--- src/rtl/core/sdg_pkg.sv ---
// ----------------------------------------------------------------------------
// sdg_pkg: shared types, constants and helper functions
// Holds the sample widths, the register and law codes, the data carried from
// one square-root cell to the next, and the root table for the dB conversion.
// ----------------------------------------------------------------------------
`default_nettype none

package sdg_pkg;

	// Sample width and derived widths.
	localparam int SAMPLE_BITS = 24;
	localparam int SB          = SAMPLE_BITS;
	localparam int WIDE        = 2 * SB + 24;
	localparam int PROD_W      = SB + 34;
	localparam int DB_W        = 13;
	localparam int GAIN_W      = 32;
	localparam int CFG_W       = SB;
	localparam int IDX_W       = 3;

	typedef logic signed [SB-1:0]   smp_t;
	typedef logic signed [WIDE-1:0] wide_t;
	typedef logic signed [DB_W-1:0] db_t;

	// Register indexes of the configuration port.
	localparam logic [IDX_W-1:0] REG_MASTER_DB = 3'd0;
	localparam logic [IDX_W-1:0] REG_LEFT_DB   = 3'd1;
	localparam logic [IDX_W-1:0] REG_RIGHT_DB  = 3'd2;
	localparam logic [IDX_W-1:0] REG_MONO_LAW  = 3'd3;
	localparam logic [IDX_W-1:0] REG_DC_OFFSET = 3'd4;

	// Channel pick codes.
	localparam logic [1:0] PICK_LEFT  = 2'd1;
	localparam logic [1:0] PICK_RIGHT = 2'd2;

	// Downmix laws; the unused code falls back to the average.
	typedef enum logic [2:0] {
		LAW_AVG,
		LAW_RMS,
		LAW_SUM,
		LAW_SUM_ATT,
		LAW_MAXMAG,
		LAW_LEFT,
		LAW_RIGHT
	} law_t;

	// Gain converter states.
	typedef enum logic [1:0] {
		GC_IDLE,
		GC_LOG,
		GC_ITER,
		GC_ROUND
	} gc_state_t;

	// dB conversion constants.
	localparam logic signed [DB_W-1:0] DB_MAX   = 13'sd384;
	localparam logic signed [DB_W-1:0] DB_FLOOR = -13'sd2240;
	localparam logic signed [41:0] LOG2_STEP_Q32 = 42'sd44586164;
	localparam logic signed [41:0] U_OFFSET      = 42'sd137438953472;
	localparam int ROOT_STEPS = 20;
	localparam logic [GAIN_W-1:0] UNITY_Q16 = 32'd65536;
	localparam logic [GAIN_W-1:0] M_INIT    = 32'd1073741824;

	// Downmix constants.
	localparam logic signed [30:0] INV_SQRT2_Q30 = 31'sd759250125;
	localparam wide_t RND16 = wide_t'(64'sd32768);
	localparam wide_t RND30 = wide_t'(64'sd536870912);
	localparam wide_t SMP_MAX = wide_t'((64'sd1 <<< (SAMPLE_BITS - 1)) - 64'sd1);
	localparam wide_t SMP_MIN = -SMP_MAX - wide_t'(64'sd1);

	// Status of the gain converter seen by the sample path.
	typedef struct packed {
		logic              busy;
		logic [GAIN_W-1:0] left;
		logic [GAIN_W-1:0] right;
	} gain_t;

	// Square-root working set handed from cell to cell.
	typedef struct packed {
		logic [2*SB-1:0] rad;
		logic [SB+1:0]   rem;
		logic [SB-1:0]   root;
	} sqrt_t;

	// Sample results that travel alongside the square root.
	typedef struct packed {
		smp_t       l;
		smp_t       r;
		smp_t       mix;
		logic       neg;
		logic [1:0] pick;
	} meta_t;

	typedef logic [ROOT_STEPS:0][GAIN_W-1:0] root_tab_t;

	// Saturate a wide signed value to the sample range.
	function automatic smp_t sat(input wide_t x);
		wide_t y;
		begin
			y = x;
			if (x > SMP_MAX) begin
				y = SMP_MAX;
			end else if (x < SMP_MIN) begin
				y = SMP_MIN;
			end
			return y[SB-1:0];
		end
	endfunction

	// Integer square root, used only to build the constant root table.
	function automatic logic [63:0] isqrt_c(input logic [63:0] x);
		logic [63:0] r;
		logic [63:0] b;
		logic [63:0] v;
		begin
			r = '0;
			b = 64'd1 << 62;
			v = x;
			for (int j = 0; j < 32; j++) begin
				if (v >= r + b) begin
					v = v - (r + b);
					r = (r >> 1) + b;
				end else begin
					r = r >> 1;
				end
				b = b >> 2;
			end
			return r;
		end
	endfunction

	// Successive square roots of two in Q30, starting from two itself.
	function automatic root_tab_t gen_roots();
		root_tab_t   t;
		logic [63:0] s;
		begin
			s = 64'd1 << 31;
			t[0] = s[GAIN_W-1:0];
			for (int i = 1; i <= ROOT_STEPS; i++) begin
				s = isqrt_c(s << 30);
				t[i] = s[GAIN_W-1:0];
			end
			return t;
		end
	endfunction

	localparam root_tab_t ROOT_TAB = gen_roots();

endpackage

`default_nettype wire

--- src/rtl/core/sdg_gain_conv.sv ---
// ----------------------------------------------------------------------------
// sdg_gain_conv: dB to linear gain converter
// Turns the master and side dB settings into Q8.16 linear gains, one side
// after the other, with one mantissa multiply per fraction bit.
// ----------------------------------------------------------------------------
`default_nettype none

module sdg_gain_conv (
	input  wire logic          clk,
	input  wire logic          arst_n,
	input  wire logic          start,
	input  wire sdg_pkg::db_t  master_db,
	input  wire sdg_pkg::db_t  left_db,
	input  wire sdg_pkg::db_t  right_db,
	output sdg_pkg::gain_t     stat
);

	sdg_pkg::gc_state_t state_q;
	sdg_pkg::gc_state_t state_n;
	logic                        side_q;
	logic signed [41:0]          u_q;
	logic                        zero_q;
	logic [sdg_pkg::GAIN_W-1:0]  m_q;
	logic [4:0]                  it_q;
	logic [sdg_pkg::GAIN_W-1:0]  left_gain_q;
	logic [sdg_pkg::GAIN_W-1:0]  right_gain_q;

	sdg_pkg::db_t         mdb_c;
	sdg_pkg::db_t         sdb_c;
	sdg_pkg::db_t         side_db;
	logic signed [13:0]   d_c;
	logic signed [41:0]   u_n;
	logic                 floor_hit;
	logic [63:0]          mprod;
	logic [5:0]           bit_idx;
	logic [5:0]           n_c;
	logic [5:0]           k_c;
	logic [47:0]          acc;
	logic [47:0]          shifted;
	logic [sdg_pkg::GAIN_W-1:0] gain_n;

	// Clamp the settings and form log2 of the gain in Q32.
	always_comb begin
		side_db   = side_q ? right_db : left_db;
		mdb_c     = (master_db > sdg_pkg::DB_MAX) ? sdg_pkg::DB_MAX : master_db;
		sdb_c     = (side_db > sdg_pkg::DB_MAX) ? sdg_pkg::DB_MAX : side_db;
		floor_hit = (mdb_c <= sdg_pkg::DB_FLOOR) || (sdb_c <= sdg_pkg::DB_FLOOR);
		d_c       = 14'(mdb_c) + 14'(sdb_c);
		u_n       = 42'(d_c) * sdg_pkg::LOG2_STEP_Q32 + sdg_pkg::U_OFFSET;
	end

	// One fraction bit per step: multiply by the matching root of two.
	always_comb begin
		mprod   = 64'(m_q) * 64'(sdg_pkg::ROOT_TAB[it_q]);
		bit_idx = 6'd32 - {1'b0, it_q};
	end

	// Scale the mantissa by the integer part with rounding.
	always_comb begin
		n_c     = u_q[37:32];
		k_c     = 6'd46 - n_c;
		acc     = {16'b0, m_q} + (48'd1 << (k_c - 6'd1));
		shifted = acc >> k_c;
		gain_n  = (zero_q || u_q[41]) ? '0 : shifted[sdg_pkg::GAIN_W-1:0];
	end

	// Next state.
	always_comb begin
		state_n = state_q;
		case (state_q)
			sdg_pkg::GC_IDLE:  state_n = sdg_pkg::GC_IDLE;
			sdg_pkg::GC_LOG:   state_n = sdg_pkg::GC_ITER;
			sdg_pkg::GC_ITER: begin
				if (it_q == 5'(sdg_pkg::ROOT_STEPS)) begin
					state_n = sdg_pkg::GC_ROUND;
				end
			end
			sdg_pkg::GC_ROUND: state_n = side_q ? sdg_pkg::GC_IDLE : sdg_pkg::GC_LOG;
			default:           state_n = sdg_pkg::GC_IDLE;
		endcase
		if (start) begin
			state_n = sdg_pkg::GC_LOG;
		end
	end

	// Outputs.
	always_comb begin
		stat.busy  = start || (state_q != sdg_pkg::GC_IDLE);
		stat.left  = left_gain_q;
		stat.right = right_gain_q;
	end

	// State and control registers.
	always_ff @(posedge clk or negedge arst_n) begin
		if (!arst_n) begin
			state_q      <= sdg_pkg::GC_IDLE;
			side_q       <= 1'b0;
			left_gain_q  <= sdg_pkg::UNITY_Q16;
			right_gain_q <= sdg_pkg::UNITY_Q16;
		end else begin
			state_q <= state_n;
			if (start) begin
				side_q <= 1'b0;
			end else if (state_q == sdg_pkg::GC_ROUND) begin
				side_q <= 1'b1;
				if (side_q) begin
					right_gain_q <= gain_n;
				end else begin
					left_gain_q <= gain_n;
				end
			end
		end
	end

	// Working registers of the conversion.
	always_ff @(posedge clk) begin
		case (state_q)
			sdg_pkg::GC_LOG: begin
				u_q    <= u_n;
				zero_q <= floor_hit;
				m_q    <= sdg_pkg::M_INIT;
				it_q   <= 5'd1;
			end
			sdg_pkg::GC_ITER: begin
				if (u_q[bit_idx]) begin
					m_q <= mprod[61:30];
				end
				it_q <= it_q + 5'd1;
			end
			default: begin
			end
		endcase
	end

endmodule

`default_nettype wire

--- config.mk ---
export PLATFORM = sky130hd
export DESIGN_NAME = sdg_gain_conv
export DESIGN_NICKNAME = d
export VERILOG_FILES = /design/src/rtl/core/sdg_pkg.sv /design/src/rtl/core/sdg_gain_conv.sv
export SDC_FILE = /design/constraint.sdc
export NUM_CORES = 2
export LEC_CHECK = 0
export BUFFER_PORTS_ARGS = -buffer_cell sky130_fd_sc_hd__buf_2
export CAP_MARGIN = 20
export CELL_PAD_IN_SITES_DETAIL_PLACEMENT = 1
export CELL_PAD_IN_SITES_GLOBAL_PLACEMENT = 2
export CORE_UTILIZATION = 45
export DETAILED_ROUTE_END_ITERATION = 7
export PLACE_DENSITY = 0.85
export SYNTH_ARGS = -nofsm -noshare
export SYNTH_HDL_FRONTEND = slang
export SYNTH_SLANG_ARGS = --single-unit
--- constraint.sdc ---
create_clock -name clk -period 15.05 [get_ports clk]
set_input_delay 1.505 -clock clk [delete_from_list [all_inputs] [get_ports clk]]
set_output_delay 1.505 -clock clk [all_outputs]
set_load 0.01 [all_outputs]
==> metrics.txt <==
Post-Syn Nets ~7400; area delta synth->final 5.014%; Synth area leader fa_1; Worst Path Arrival approximately 11 ns; Max Freq 90.44 MHz; Critical Path Max Stage Delay approximately 0.61 ns; Root Driver clkbuf_16; CTS tree yes; CTS Hold Bufs 0; Core Util, Final between 40% and 50%; Total GRT Usage about 30%; Cell Area, Synth a little over 50000 um2; clk_lat worst skew between 0.5 and 0.6 ns; Initial Util between 40% and 50%; Final nets 7290; share of cells above drive strength 1 5.725%; vias per cell ~5.7; # clock sinks around 170; final antenna-violating net count 0; vias in the first global route 46099; initial antenna violation count 3; ys flop type edfxtp_1; Setup Slack @ Placement roughly 3.4 ns; clk buf depth 2; post-CTS resize count 0; Total Wirelength between 150000 and 200000 um; kind of critical path in -> reg; clk_skew approximately 0.022 ns; setup bufs post-CTS 0; Slew @ Worst Pin ~1.1 ns; DP HPWL between 100000 and 150000 um; Die H 339.2 um; via count about 42000; worst relative slew slack between 20 and 30%; critical path required time between 15 and 20 ns; outcome finished clean; Synth cell types a little over 100; Critical-path top delay cell a211oi_1; CTS H-tree lvls 4; Final Max Tran Viols 0; Worst setup EP type register; CP most frequent cell ha_1; Port Buffers around 110; Setup TNS 0 ns; Area contributors post-synth fa_1, ha_1, inv_1, nand2_1, edfxtp_1; IO Count 107; Syn Area/Cell 8.659 um2; Post-synth EDFFs 75; drc violations 0; grt total ovfl 0; CORE AREA approximately 110000 um2; clk slew on worst S/H paths approximately 0.1 ns; gpl congestion around 0.91; synth warn 0; area of the multi-input gates 41070 um2; Worst Path Max Fanout 9; Synth Instances 5908; FP Rows 123; Final min period between 10 and 15 ns; RSZ-0062 raised after global routing false; WL/cell between 20 and 25 um; Final Cycle Share 73.47%; Filler cells around 13000; Final Hold Viols 0; DRT iter0 DRCs around 2700; Critical Path Start Type input pin; sequential fraction of the synthesis area ~9%; number of max-cap violations 0; DIE WIDTH approximately 340 um; Setup violations, final 0; CTS Buf Count 17; Hold Path Class reg -> reg; first-pass GRT wire length between 200000 and 300000 um; Die Area around 120000 um2; register area 4572 um2; asr flop ratio synth between 30% and 40%; Pre-antenna DRT Iters 7; post-route setup slack roughly 4.0 ns; hold_ws 0.4795 ns; largest net degree at the start of global routing around 70; Synth top area share between 30% and 40%; Seq cells post-synth 173
cells by family (layout without fill, tap and decap cells):
logic type / Yosys count / in the layout / share of synthesized area (%)
flip-flops: 173 / 173 / 8.897
XOR/XNOR: 110 / 110 / 1.925
buffers and inverters: 1485 / 1394 / 10.98
AO/OA/AOI/OAI: 798 / 798 / 10.59
adder cells (fa/ha/maj): 1444 / 1444 / 49.18
multiplexers: 71 / 71 / 1.834
other: 0 / 2 / 0
AND/OR/NAND/NOR: 1827 / 1827 / 16.59
cells in the final DEF (no fill, tap or decap), drive strengths merged, types with 14 or more instances in the layout:
master,Yosys,layout
a21oi,176,176
o211ai,56,56
xnor2,75,75
nor2b,22,22
or3,22,22
edfxtp,75,75
nand2b,17,17
dfrtp,65,65
a31oi,64,64
nor4,23,23
nor3,58,58
a211oi,48,48
o2111ai,17,17
inv,1170,1176
buf,38,190
dfxtp,31,31
o21bai,21,21
o31ai,25,25
a21o,65,65
mux2i,42,42
o21ai,162,162
clkbuf,276,18
nand3,93,93
nor2,239,239
nand4,42,42
and3,30,30
fa,945,945
xor2,34,34
mux4,17,17
nand2,913,913
a311oi,14,14
and2,320,320
o21a,18,18
ha,499,499
cell usage after synthesis (22+ instances only):
cell      instances
a211oi_1         44
a21o_1           65
a21oi_1         172
a31oi_1          62
and2_1          320
and3_1           30
clkbuf_1        276
dfrtp_1          65
dfxtp_1          31
edfxtp_1         75
fa_1            945
ha_1            499
inv_1          1170
mux2i_1          42
nand2_1         912
nand3_1          92
nand4_1          41
nor2_1          239
nor2b_1          22
nor3_1           56
o211ai_1         51
o21ai_0         125
o21ai_1          36
o31ai_1          24
xnor2_1          75
xor2_1           33
routing by layer:
metal | GRT usage (%) | vias to the layer above | share of wire, %
met5 | 0 | - | 0
li1 | - | 18481 | -
met3 | 3.724 | 236 | 5.4
met4 | 7.564 | 0 | 2.3
met1 | 41.43 | 21926 | 44
met2 | 49.72 | 1136 | 48
area by class of cell:
cell class	instances	area share (%)
Inverter	1171	8.181
Antenna cell	2	0.009316
Tap cell	1500	3.493
Timing Repair Buffer	191	2.185
Clock buffer	17	0.7918
Multi-Input combinational cell	4250	76.44
Clock inverter	15	0.3866
Sequential cell	173	8.510
metrics by stage:
| stage | area (um2) | instances |
|---|---|---|
| 4_1_cts | 53690 | 7314 |
| 3_5_place_dp | 53060 | 7282 |
| 5_1_grt | 53720 | 7317 |
| 3_3_place_gp | 53050 | 7281 |
| 6_report | 53730 | 7319 |
| 2_1_floorplan | 51160 | 5908 |
worst paths after layout:
| kind | startpoint | to | slack [ns] | depth (start not counted) |
|---|---|---|---|---|
| max in group asynchronous | arst_n | left_gain_q[8] | 13.26 | 2 |
| min in group asynchronous | arst_n | left_gain_q[21] | 1.14 | 2 |
| worst max-delay path | right_db[2] | u_q[41] | 3.99 | 38 |
| worst min register to register | left_gain_q[15] | left_gain_q[15] | 0.48 | 2 |
| worst max register to register | side_q | u_q[41] | 4.18 | 37 |
| worst min-delay path | left_gain_q[15] | left_gain_q[15] | 0.48 | 2 |
critical path: cells and delay by family:
kind / cells / cell delay [ns]
compound gates: 19 / 4.77
buf+inv: 4 / 0.42
simple gates: 5 / 1.06
xor+xnor: 1 / 0.32
fa+ha+maj: 9 / 3.37
Power is left out: the tool's default activity adds up to more than one toggle a clock period on the data nets, which glitch-free logic cannot reach.
