`config.mk`:
```
export PLATFORM = sky130hd
export DESIGN_NAME = sdg_sqrt_cell
export DESIGN_NICKNAME = d
export VERILOG_FILES = /design/src/rtl/core/sdg_pkg.sv /design/src/rtl/core/sdg_sqrt_cell.sv
export SDC_FILE = /design/constraint.sdc
export NUM_CORES = 1
export LEC_CHECK = 0
export ABC_AREA = 0
export BUFFER_PORTS_ARGS = -buffer_cell sky130_fd_sc_hd__buf_4
export CAP_MARGIN = 40
export CORE_MARGIN = 1.5
export CORE_UTILIZATION = 25
export DETAILED_ROUTE_END_ITERATION = 12
export GPL_ROUTABILITY_DRIVEN = 0
export GPL_TIMING_DRIVEN = 0
export PLACE_DENSITY = 0.51
export SLEW_MARGIN = 20
export SYNTH_ARGS = -nofsm -noshare
export SYNTH_HDL_FRONTEND = slang
export SYNTH_SLANG_ARGS = --single-unit
export TNS_END_PERCENT = 100
```
`constraint.sdc`:
```
create_clock -name clk -period 1.32 [get_ports clk]
set_input_delay 0.132 -clock clk [delete_from_list [all_inputs] [get_ports clk]]
set_output_delay 0.132 -clock clk [all_outputs]
set_load 0.05 [all_outputs]
```
`src/rtl/core/sdg_pkg.sv`:
```
// ----------------------------------------------------------------------------
// sdg_pkg: shared types, constants and helper functions
// Holds the sample widths, the register and law codes, the data carried from
// one square-root cell to the next, and the root table for the dB conversion.
// ----------------------------------------------------------------------------
`default_nettype none

package sdg_pkg;

	// Sample width and derived widths.
	localparam int SAMPLE_BITS = 24;
	localparam int SB          = SAMPLE_BITS;
	localparam int WIDE        = 2 * SB + 24;
	localparam int PROD_W      = SB + 34;
	localparam int DB_W        = 13;
	localparam int GAIN_W      = 32;
	localparam int CFG_W       = SB;
	localparam int IDX_W       = 3;

	typedef logic signed [SB-1:0]   smp_t;
	typedef logic signed [WIDE-1:0] wide_t;
	typedef logic signed [DB_W-1:0] db_t;

	// Register indexes of the configuration port.
	localparam logic [IDX_W-1:0] REG_MASTER_DB = 3'd0;
	localparam logic [IDX_W-1:0] REG_LEFT_DB   = 3'd1;
	localparam logic [IDX_W-1:0] REG_RIGHT_DB  = 3'd2;
	localparam logic [IDX_W-1:0] REG_MONO_LAW  = 3'd3;
	localparam logic [IDX_W-1:0] REG_DC_OFFSET = 3'd4;

	// Channel pick codes.
	localparam logic [1:0] PICK_LEFT  = 2'd1;
	localparam logic [1:0] PICK_RIGHT = 2'd2;

	// Downmix laws; the unused code falls back to the average.
	typedef enum logic [2:0] {
		LAW_AVG,
		LAW_RMS,
		LAW_SUM,
		LAW_SUM_ATT,
		LAW_MAXMAG,
		LAW_LEFT,
		LAW_RIGHT
	} law_t;

	// Gain converter states.
	typedef enum logic [1:0] {
		GC_IDLE,
		GC_LOG,
		GC_ITER,
		GC_ROUND
	} gc_state_t;

	// dB conversion constants.
	localparam logic signed [DB_W-1:0] DB_MAX   = 13'sd384;
	localparam logic signed [DB_W-1:0] DB_FLOOR = -13'sd2240;
	localparam logic signed [41:0] LOG2_STEP_Q32 = 42'sd44586164;
	localparam logic signed [41:0] U_OFFSET      = 42'sd137438953472;
	localparam int ROOT_STEPS = 20;
	localparam logic [GAIN_W-1:0] UNITY_Q16 = 32'd65536;
	localparam logic [GAIN_W-1:0] M_INIT    = 32'd1073741824;

	// Downmix constants.
	localparam logic signed [30:0] INV_SQRT2_Q30 = 31'sd759250125;
	localparam wide_t RND16 = wide_t'(64'sd32768);
	localparam wide_t RND30 = wide_t'(64'sd536870912);
	localparam wide_t SMP_MAX = wide_t'((64'sd1 <<< (SAMPLE_BITS - 1)) - 64'sd1);
	localparam wide_t SMP_MIN = -SMP_MAX - wide_t'(64'sd1);

	// Status of the gain converter seen by the sample path.
	typedef struct packed {
		logic              busy;
		logic [GAIN_W-1:0] left;
		logic [GAIN_W-1:0] right;
	} gain_t;

	// Square-root working set handed from cell to cell.
	typedef struct packed {
		logic [2*SB-1:0] rad;
		logic [SB+1:0]   rem;
		logic [SB-1:0]   root;
	} sqrt_t;

	// Sample results that travel alongside the square root.
	typedef struct packed {
		smp_t       l;
		smp_t       r;
		smp_t       mix;
		logic       neg;
		logic [1:0] pick;
	} meta_t;

	typedef logic [ROOT_STEPS:0][GAIN_W-1:0] root_tab_t;

	// Saturate a wide signed value to the sample range.
	function automatic smp_t sat(input wide_t x);
		wide_t y;
		begin
			y = x;
			if (x > SMP_MAX) begin
				y = SMP_MAX;
			end else if (x < SMP_MIN) begin
				y = SMP_MIN;
			end
			return y[SB-1:0];
		end
	endfunction

	// Integer square root, used only to build the constant root table.
	function automatic logic [63:0] isqrt_c(input logic [63:0] x);
		logic [63:0] r;
		logic [63:0] b;
		logic [63:0] v;
		begin
			r = '0;
			b = 64'd1 << 62;
			v = x;
			for (int j = 0; j < 32; j++) begin
				if (v >= r + b) begin
					v = v - (r + b);
					r = (r >> 1) + b;
				end else begin
					r = r >> 1;
				end
				b = b >> 2;
			end
			return r;
		end
	endfunction

	// Successive square roots of two in Q30, starting from two itself.
	function automatic root_tab_t gen_roots();
		root_tab_t   t;
		logic [63:0] s;
		begin
			s = 64'd1 << 31;
			t[0] = s[GAIN_W-1:0];
			for (int i = 1; i <= ROOT_STEPS; i++) begin
				s = isqrt_c(s << 30);
				t[i] = s[GAIN_W-1:0];
			end
			return t;
		end
	endfunction

	localparam root_tab_t ROOT_TAB = gen_roots();

endpackage

`default_nettype wire

```
`src/rtl/core/sdg_sqrt_cell.sv`:
```
// ----------------------------------------------------------------------------
// sdg_sqrt_cell: one bit of the pipelined square root
// Brings in the next two radicand bits, settles one root bit and hands the
// working set and the sample results to the next cell.
// ----------------------------------------------------------------------------
`default_nettype none

module sdg_sqrt_cell (
	input  wire logic           clk,
	input  wire logic           arst_n,
	input  wire logic           en,
	input  wire logic           valid_i,
	input  wire sdg_pkg::sqrt_t sq_i,
	input  wire sdg_pkg::meta_t meta_i,
	output logic                valid_o,
	output sdg_pkg::sqrt_t      sq_o,
	output sdg_pkg::meta_t      meta_o
);

	localparam int SB = sdg_pkg::SB;

	logic [SB+3:0]  rem_sh;
	logic [SB+3:0]  trial;
	logic [SB+3:0]  diff;
	sdg_pkg::sqrt_t sq_n;

	// Restoring step: keep the trial bit when the remainder allows it.
	always_comb begin
		rem_sh = {sq_i.rem, sq_i.rad[2*SB-1:2*SB-2]};
		trial  = {2'b00, sq_i.root, 2'b01};
		diff   = rem_sh - trial;
		sq_n.rad = {sq_i.rad[2*SB-3:0], 2'b00};
		if (rem_sh >= trial) begin
			sq_n.rem  = diff[SB+1:0];
			sq_n.root = {sq_i.root[SB-2:0], 1'b1};
		end else begin
			sq_n.rem  = rem_sh[SB+1:0];
			sq_n.root = {sq_i.root[SB-2:0], 1'b0};
		end
	end

	always_ff @(posedge clk or negedge arst_n) begin
		if (!arst_n) begin
			valid_o <= 1'b0;
		end else if (en) begin
			valid_o <= valid_i;
		end
	end

	always_ff @(posedge clk) begin
		if (en) begin
			sq_o   <= sq_n;
			meta_o <= meta_i;
		end
	end

endmodule

`default_nettype wire

```
==> flow_metrics.py, run 1 <==
metrics = {
    "clock_network": {
        "cts_buffers": 17,
        "cts_tree": "yes",
        "htreeDepth": 4,
        "clkSinkCount": 172,
        "cts-root-buf": "clkbuf_16",
        "clockBufferDepth": 2,
        "clock_latency_ns": 0.42,
        "cts.clk_slew.worst_paths_ns": 0.08,
    },
    "yosys": {
        "ys_ff_latch": 172,
        "yosys.area.top_type": "edfxtp_1",
        "synthMuxAreaShare_pct": 4.73,
        "post_synth_num_cell_types": 56,
        "synth_edf_count": 171,
        "synth_xor_area_share_pct": 2.45,
        "yosysWarnings": 0,
        "synthTopCellsByArea": "edfxtp_1 (72%), ha_1 (4.6%), mux2_4 (3.4%)",
        "syn_area_um2": 7150,
        "synth_fa_ha_area_share_pct": 4.55,
        "avgSynthCellArea_um2": 16.1,
        "synth.top_cell.area_share_pct": 71.9,
        "synth-seq-area-share_pct": 72.2,
        "synth_top_flop_cell": "edfxtp_1",
        "synth_common_cells": "edfxtp_1 (171), inv_1 (39), ha_1 (26)",
        "async_flop_share_pct": 0.581,
        "synth_top_family_by_area": "compound AO/OA/AOI/OAI gates",
        "yosysMostFrequentCell": "edfxtp_1",
        "postSynthCellCount": 443,
        "synth-compound-area-share_pct": 8.39,
        "yosys.area_share.simple_pct": 4.62,
    },
    "sta": {
        "finalSetupViolCount": 27,
        "min_period_ns": 2.36,
        "hold_violations": 0,
        "final.setup_skew_ns": 0,
        "fin_ws_ns": -1.04,
        "worst_pin_slew_ns": 0.674,
        "fmax_mhz": 423,
        "finalCritPeriodShare_pct": 179,
        "slew_headroom_pct": 55.0,
        "report.final.slew_viol_count": 0,
        "rsz0062_at_grt": "true",
        "whs_ns": 0.0266,
    },
    "job": {
        "cap_viol_max_count": 0,
    },
    "floorplan": {
        "ios": 351,
        "die_w_um": 172,
        "die_area_um2": 29600,
        "rows": 61,
        "die_h_um": 172,
        "start_util_pct": 25.6,
        "core_um2": 27900,
    },
    "detailed_routing": {
        "first_pass_iters": 4,
        "drc": 0,
        "vias": 5736,
        "drt_wl_total_mm": 23.5,
        "antenna_left": 0,
        "routedWlPerCell_um": 17.1,
        "vias_per_cell": 4.17,
        "drtIter0Drc": 304,
    },
    "global_route": {
        "grt.met3_usage_pct": 3.87,
        "met2_usage_pct": 27.5,
        "grt_overflow": 0,
        "grt_max_degree": 91,
        "grt_busiest_layer": "met2",
        "grt_pass1_wl_mm": 33.3,
        "grt_use_met1_pct": 17.0,
        "antenna_found_initial": 0,
        "track_usage_pct": 14.9,
        "grt_pass1_vias": 5748,
    },
    "run_status": {
        "status": "finished, violations left",
        "violations": "negative setup slack",
    },
    "critical_path": {
        "startpoint_type": "input pin",
        "required_ns": 1.51,
        "cp.arrival_ns": 2.55,
        "path_class": "input pin to register",
        "worstSetupEndpointType": "register",
        "cp_max_fo": 5,
    },
    "placement": {
        "port-buffer-count": 348,
        "place_area_um2": 10500,
        "dp_hpwl_mm": 16.5,
    },
    "cells_and_area": {
        "final_cell_area_um2": 13000,
        "drive_gt1_share_pct": 48.0,
        "nFillCells": 2558,
        "antennaDiodeCount": 0,
        "multi_input_comb_area_um2": 2040,
        "seqCellArea_um2": 5160,
        "area_growth_pct": 81.3,
        "fin_nets": 1188,
    },
    "power": {
        "power_density_nw_per_um2": 1290,
        "vdd_drop_max_uv": 703,
        "p_leak_nw": 5.55,
    },
    "hold_path": {
        "hold_path_class": "input pin to register",
    },
}
sequential cells by signal, summed over array words and instances, names as in the netlist:
name and flops:
meta_o 75, valid_o 1, sq_o 96
worst max-delay path, stage by stage:
cell and delay, ns:
buf_6 0.08, inv_4 0.03, ha_4 0.28, nand4_1 0.22, a211oi_2 0.46, nor4bb_2 0.15
o41a_1 0.45, o41ai_4 0.37, xor2_1 0.10, mux2_2 0.27
final timing paths:
kind / start / end / slack, ns / cells past startpoint
max in group asynchronous: arst_n / valid_o / 1.19 / 2
hold / removal: sq_i[28] / sq_o[30] / 0.03 / 2
setup / recovery: sq_i[6] / sq_o[49] / -1.04 / 10
min in group asynchronous: arst_n / valid_o / 0.05 / 2
hold reg to reg: valid_o / valid_o / 0.52 / 1
setup reg to reg: valid_o / valid_o / 0.58 / 1
cells by family after synthesis:
logic type / count (synthesis)
AOI/OAI and AO/OA: 85
DFF: 172
xor gates and xnor gates: 20
buffers and inverters: 48
other: 1
muxes: 25
and+or+nand+nor: 66
adders and majority gates: 26
cell type report:
class                   instances  area share, %
inverters                      40           1.47
multi-input cells             224           15.8
flip-flops and latches        172           39.8
clock buffers                  18           3.31
plain buffers                   7          0.647
well taps                     378           3.65
repair buffers                523           34.2
clock inverters                14           1.18
metrics by stage:
step,setup WS [ns],util [%],instances,total power [mW],TNS [ns]
finish,-1.04,46.4,1376,16.8,-26.75
CTS,-1.14,45.5,1366,16.8,-29.01
floorplan,-1.26,-,444,9.65,-30.96
global placement,-1.92,37.3,1170,11.2,-211.89
global route,-1.12,46.4,1376,17.4,-29.11
detailed placement,-1.94,37.4,1172,11.3,-66.10
report_power, final:
part           switching (mW)  leakage [nW]  internal, mW
Clock                    2.35         0.281          2.69
Sequential              0.137          1.69          6.60
Combinational            2.99          3.58          2.02
per-layer routing:
layer  vias up  wire (µm)  share of wire (%)
met2       206      12500                 53
met3        21       1620                6.9
met5         -          0                  0
li1       2757          -                  -
met4         0        313                1.3
met1      2752       9020                 38
timing repair:
action                                 in CTS  in global routing
gates resized for setup                    15                 40
buffers inserted                           10                  9
cloned                                      1                  1
setup endpoints to repair                  27                 27
endpoints found under the hold margin     151                  1
pin swaps                                   9                 12
hold buffers                              151                  1
cell usage in the layout, fill, tap and decap left out, drive strengths merged, types with 3 or more instances in the layout:
cell type,Yosys,final
a211oi,4,4
a21o,13,13
a21oi,24,24
buf,5,375
clkbuf,3,21
clkinv,0,4
dlygate4sd3,0,152
edfxtp,171,171
ha,26,26
inv,40,47
mux2,22,22
mux2i,3,3
nand2,17,17
nand3,5,5
nand4,4,4
nor2,19,19
nor3,5,5
o211ai,3,3
o21a,3,3
o21ai,15,15
o21bai,3,3
o31ai,3,3
or2,3,3
or3,4,4
xnor2,11,11
xor2,9,9
No activity file was read; power rests on OpenSTA's default activity.
==> run 2, diff against run 1 <==
- clock period: 1.32 -> 2.61 ns (I/O delays scaled with it)
==> run 2 against run 1 <==
Against the previous run:
- the run now ends clean
- combinational power is 51% lower
- critical path depth up 2
- clock skew unchanged
- register-to-register slack gained 1.3 ns
- sequential power decreased by 49%
- sequential cell count is the same
- final cell count decreased by 1.5%
- highest routed layer unchanged
==> flow_metrics.py, run 2 (synthesis results as in run 1) <==
metrics = {
    "run_status": {
        "status": "completed",
    },
    "sta": {
        "hold_violations": 0,
        "whs_ns": 0.0260,
        "final.setup_skew_ns": 0,
        "worst_pin_slew_ns": 0.608,
        "min_period_ns": 2.56,
        "fmax_mhz": 391,
        "report.final.slew_viol_count": 0,
        "setup_tns_ns": 0,
        "finalSetupViolCount": 0,
        "fin_ws_ns": 0.0546,
        "finalCritPeriodShare_pct": 97.9,
        "slew_headroom_pct": 58.9,
        "rsz0062_at_grt": "true",
    },
    "power": {
        "intPower_mw": 5.64,
        "p_switching_mw": 2.73,
        "combPwrFrac_pct": 29.1,
        "power_frac_seq_pct": 40.7,
        "switching_share_pct": 32.6,
        "vdd_drop_max_uv": 368,
        "p_leak_nw": 5.40,
        "power_density_nw_per_um2": 667,
        "p_clk_share_pct": 30.2,
        "power.total_mw": 8.37,
    },
    "detailed_routing": {
        "drc": 0,
        "vias_per_cell": 4.16,
        "vias": 5640,
        "antenna_left": 0,
        "drtIter0Drc": 273,
        "routedWlPerCell_um": 17.2,
        "first_pass_iters": 4,
        "drt_wl_total_mm": 23.4,
    },
    "cells_and_area": {
        "largest_register_ffs": 96,
        "mostFrequentLayoutCells": "buf_4 (360), edfxtp_1 (171), dlygate4sd3_1 (138)",
        "reg.largest.list": "sq_o x96, meta_o x75, valid_o x1",
        "fin_nets": 1167,
        "final_util_pct": 44.9,
        "drive_gt1_share_pct": 46.8,
        "finalNonFillerCells": 1355,
        "area_growth_pct": 75.7,
        "layout_commonest_cell": "buf_4",
        "antennaDiodeCount": 0,
        "largest_register": "sq_o",
        "final_cell_area_um2": 12600,
    },
    "placement": {
        "pre_cts_slack_ns": -0.776,
        "place_area_um2": 10400,
        "place_inst": 1172,
        "dp_hpwl_mm": 16.8,
        "port-buffer-count": 348,
    },
    "critical_path": {
        "cp_top_family": "simple AND/OR/NAND/NOR gates",
        "path_class": "input pin to register",
        "cp_num_buf_inv": 5,
        "worstSetupEndpointType": "register",
        "startpoint_type": "input pin",
        "required_ns": 2.78,
        "crit_path_top_delay_cell": "or4_4",
        "max_stage_delay_ns": 0.57,
        "path_cells": "buf_4 -> inv_1 -> ha_1 -> buf_6 -> nand2_1 -> or4_4 -> o31ai_4 -> a211oi_4 -> or2_4 -> clkinv_8 -> clkbuf_16 -> mux2_4",
        "crit_path_start": "sq_i[17]",
        "cp_max_fo": 7,
        "worstReg2RegStart": "valid_o",
        "ff2ff_setup_slack_ns": 1.87,
        "cp.arrival_ns": 2.72,
    },
    "job": {
        "cap_viol_max_count": 0,
    },
    "global_route": {
        "grt_pass1_wl_mm": 32.6,
        "grt_pass1_vias": 5737,
        "grt_max_degree": 102,
        "antenna_found_initial": 0,
        "grt_overflow": 0,
        "track_usage_pct": 14.9,
    },
    "clock_network": {
        "clockBufferDepth": 2,
        "clkSinkCount": 172,
        "cts-root-buf": "clkbuf_16",
        "cts_buffers": 17,
        "htreeDepth": 4,
        "cts_tree": "yes",
        "cts.clk_slew.worst_paths_ns": 0.07,
        "clock_latency_ns": 0.42,
    },
    "floorplan": {
        "die_h_um": 172,
        "die_area_um2": 29600,
        "core_um2": 27900,
        "rows": 61,
        "die_w_um": 172,
        "start_util_pct": 25.6,
        "ios": 351,
    },
    "hold_path": {
        "hold_path_class": "input pin to register",
        "hp-start": "sq_i[12]",
    },
}
==> run 2: cell count changes in the layout (fill, tap and decap cells not counted), sizes merged <==
cell,before,now
dlygate4sd3,152,138
clkinvlp,2,3
buf,375,367
clkinv,4,5
clkbuf,21,22
inv,47,45
==> run 2: repair_timing <==
| item | 4_1_cts | 5_1_grt |
|---|---|---|
| pin swaps | 4 | 9 |
| gates cloned | 0 | 1 |
| resized for setup | 7 | 16 |
| endpoints found under the hold margin | 137 | 1 |
| endpoints found under the setup margin | 23 | 17 |
| setup buffers | 5 | 7 |
| hold buffers | 137 | 1 |
==> run 2: cell type report <==
type                            instances  area (µm²)
Buffer                                  8        87.6
Clock buffer                           18         429
Clock inverter                         14         156
Fill cell                            2591       15400
Inverter                               40         170
Multi-Input combinational cell        224        1920
Sequential cell                       172        5160
Tap cell                              378         473
Timing Repair Buffer                  501        4160
==> run 2: power groups by stage <==
stage                     logic (mW)  clock network [mW]  registers (mW)
after global routing            2.56                2.72            3.43
after global placement          2.20                   0            3.47
after CTS                       2.41                2.62            3.41
after detailed placement        2.21                   0            3.47
final                           2.44                2.53            3.41
after floorplan                0.495                   0            4.37
==> run 2: worst paths after layout <==
check,end,cells after the start
setup / recovery,sq_o[38],12
hold / removal,sq_o[13],1
setup reg to reg,valid_o,1
hold reg to reg,valid_o,1
max in group asynchronous,valid_o,2
min in group asynchronous,valid_o,2
==> run 2: per-layer routing <==
layer	vias up	global-route usage, %	wire, µm	share of wire (%)
met5	-	0	0	0
met4	0	4.54	267	1.1
met3	13	4.69	1820	7.8
met2	194	27.8	12400	53
met1	2712	16.0	8830	38
li1	2721	-	-	-
==> run 3, diff against run 2 <==
- RECOVER_POWER: not set -> 25
- SETUP_SLACK_MARGIN: not set -> 0.1
==> run 3 against run 2 <==
Against the previous run:
- cell area grew 2.2%
- the flow now finishes with violations (max-capacitance violations, max-slew violations)
- clock skew is the same
- critical path type unchanged
- clock power is essentially flat
- fmax grew 1.2%
- critical endpoint is now sq_o[34]
==> flow_metrics.py, run 3 (synthesis results as in run 1) <==
metrics = {
    "floorplan": {
        "ios": 351,
        "die_area_um2": 29600,
        "die_h_um": 172,
        "rows": 61,
        "core_um2": 27900,
        "die_w_um": 172,
        "start_util_pct": 25.6,
    },
    "cells_and_area": {
        "drive_gt1_share_pct": 47.9,
        "seqCellArea_um2": 5160,
        "fin_nets": 1184,
        "mostFrequentLayoutCells": "buf_4 (322), edfxtp_1 (171), dlygate4sd3_1 (141)",
        "largest_register": "sq_o",
        "largest_register_ffs": 96,
        "reg.largest.list": "sq_o x96, meta_o x75, valid_o x1",
        "multi_input_comb_area_um2": 2070,
        "layout_commonest_cell": "buf_4",
        "area_growth_pct": 79.7,
        "nFillCells": 2552,
    },
    "hold_path": {
        "hold_depth": 1,
        "hold_end": "sq_o[13]",
        "hold_path_class": "input pin to register",
        "hp-start": "sq_i[12]",
    },
    "detailed_routing": {
        "drt_wl_total_mm": 23.7,
        "vias": 5739,
        "drc": 0,
        "antenna_left": 0,
        "first_pass_iters": 4,
        "vias_per_cell": 4.18,
        "routedWlPerCell_um": 17.3,
        "drtIter0Drc": 264,
    },
    "critical_path": {
        "required_ns": 2.79,
        "r2r-end": "valid_o",
        "max_stage_delay_ns": 0.57,
        "cp.arrival_ns": 2.70,
        "ff2ff_setup_slack_ns": 1.87,
        "path_cells": "buf_8 -> inv_8 -> ha_4 -> buf_8 -> nand2_4 -> or4_4 -> o31ai_4 -> a211oi_4 -> or2_4 -> inv_8 -> buf_12 -> buf_12 -> mux2_4",
        "worstSetupEndpointType": "register",
        "crit_path_top_delay_cell": "or4_4",
        "startpoint_type": "input pin",
        "cp_max_fo": 6,
        "worstReg2RegStart": "valid_o",
        "cp_num_buf_inv": 6,
        "cp_top_family": "simple AND/OR/NAND/NOR gates",
        "path_class": "input pin to register",
        "ff2ff_path_depth": 1,
    },
    "global_route": {
        "grt_pass1_vias": 5941,
        "grt_max_degree": 98,
        "grt_pass1_wl_mm": 34.3,
        "antenna_found_initial": 0,
        "track_usage_pct": 15.6,
        "grt_overflow": 0,
    },
    "sta": {
        "min_period_ns": 2.53,
        "worst_pin_slew_ns": 2.01,
        "fmax_mhz": 396,
        "hold_violations": 0,
        "whs_ns": 0.0287,
        "final.setup_skew_ns": 0,
        "slew_headroom_pct": -33.9,
        "rsz0062_at_grt": "true",
        "report.final.slew_viol_count": 76,
        "finalSetupViolCount": 0,
        "finalCritPeriodShare_pct": 96.8,
        "fin_ws_ns": 0.0838,
    },
    "clock_network": {
        "clockBufferDepth": 2,
        "cts_tree": "yes",
        "cts.clk_slew.worst_paths_ns": 0.07,
        "clock_latency_ns": 0.43,
        "htreeDepth": 4,
        "cts_buffers": 17,
        "cts-root-buf": "clkbuf_16",
        "clkSinkCount": 172,
    },
    "power": {
        "vdd_drop_max_uv": 327,
        "p_leak_nw": 5.48,
        "power_density_nw_per_um2": 659,
    },
    "placement": {
        "pre_cts_slack_ns": -0.721,
        "dp_hpwl_mm": 17.0,
        "port-buffer-count": 348,
    },
    "job": {
        "cap_viol_max_count": 1,
    },
    "run_status": {
        "status": "finished, violations left",
        "violations": "max-capacitance violations, max-slew violations",
    },
}
run 3: cell type report:
class | instances | share of cell area [%]
Multi-Input combinational cell | 224 | 16.1
Clock buffer | 18 | 3.34
Antenna cell | 1 | 0.0195
Tap cell | 378 | 3.68
Sequential cell | 172 | 40.2
Inverter | 40 | 1.31
Buffer | 8 | 0.692
Clock inverter | 14 | 1.24
Timing Repair Buffer | 518 | 33.4
run 3: through the flow:
step | instance area, µm² | power, mW | std cells | utilization (%) | setup TNS [ns]
6_report | 12800 | 8.46 | 1373 | 46.0 | 0
5_1_grt | 12800 | 8.79 | 1372 | 45.9 | 0
4_1_cts | 12700 | 8.53 | 1361 | 45.5 | 0
3_5_place_dp | 10400 | 5.69 | 1172 | 37.1 | -16.16
3_3_place_gp | 10300 | 5.67 | 1170 | 37.0 | -16.54
2_1_floorplan | 7250 | 4.87 | 444 | - | -1.49
run 3: worst max path at each step:
stage	start	endpoint	depth (start not counted)
after floorplan	sq_i[11]	sq_o[29]	11
after global placement	sq_i[6]	sq_o[46]	10
after detailed placement	sq_i[7]	sq_o[46]	12
after CTS	sq_i[24]	sq_o[34]	13
after global routing	sq_i[9]	sq_o[34]	14
final	sq_i[11]	sq_o[34]	13
run 3: routing by layer:
metal	share of wire [%]	up-vias	wire [µm]	GRT usage, %
li1	-	2747	-	-
met3	7.6	33	1790	4.72
met4	2.1	0	493	5.60
met2	53	205	12600	28.6
met5	0	-	0	0
met1	37	2754	8880	16.9
run 3: timing repair:
item | in CTS | in global routing
pin swaps | 11 | 9
cloned | 1 | 0
hold buffers | 141 | 0
setup endpoints to repair | 23 | 21
resized for setup | 30 | 16
buffers inserted | 15 | 12
hold endpoints to repair | 141 | 0
run 3: power by group:
group / leakage (nW) / switching (mW) / internal [mW]
clock network: 0.274 / 1.18 / 1.36
logic: 3.52 / 1.51 / 1.00
registers: 1.69 / 0.0726 / 3.34
total: 5.48 / 2.76 / 5.70
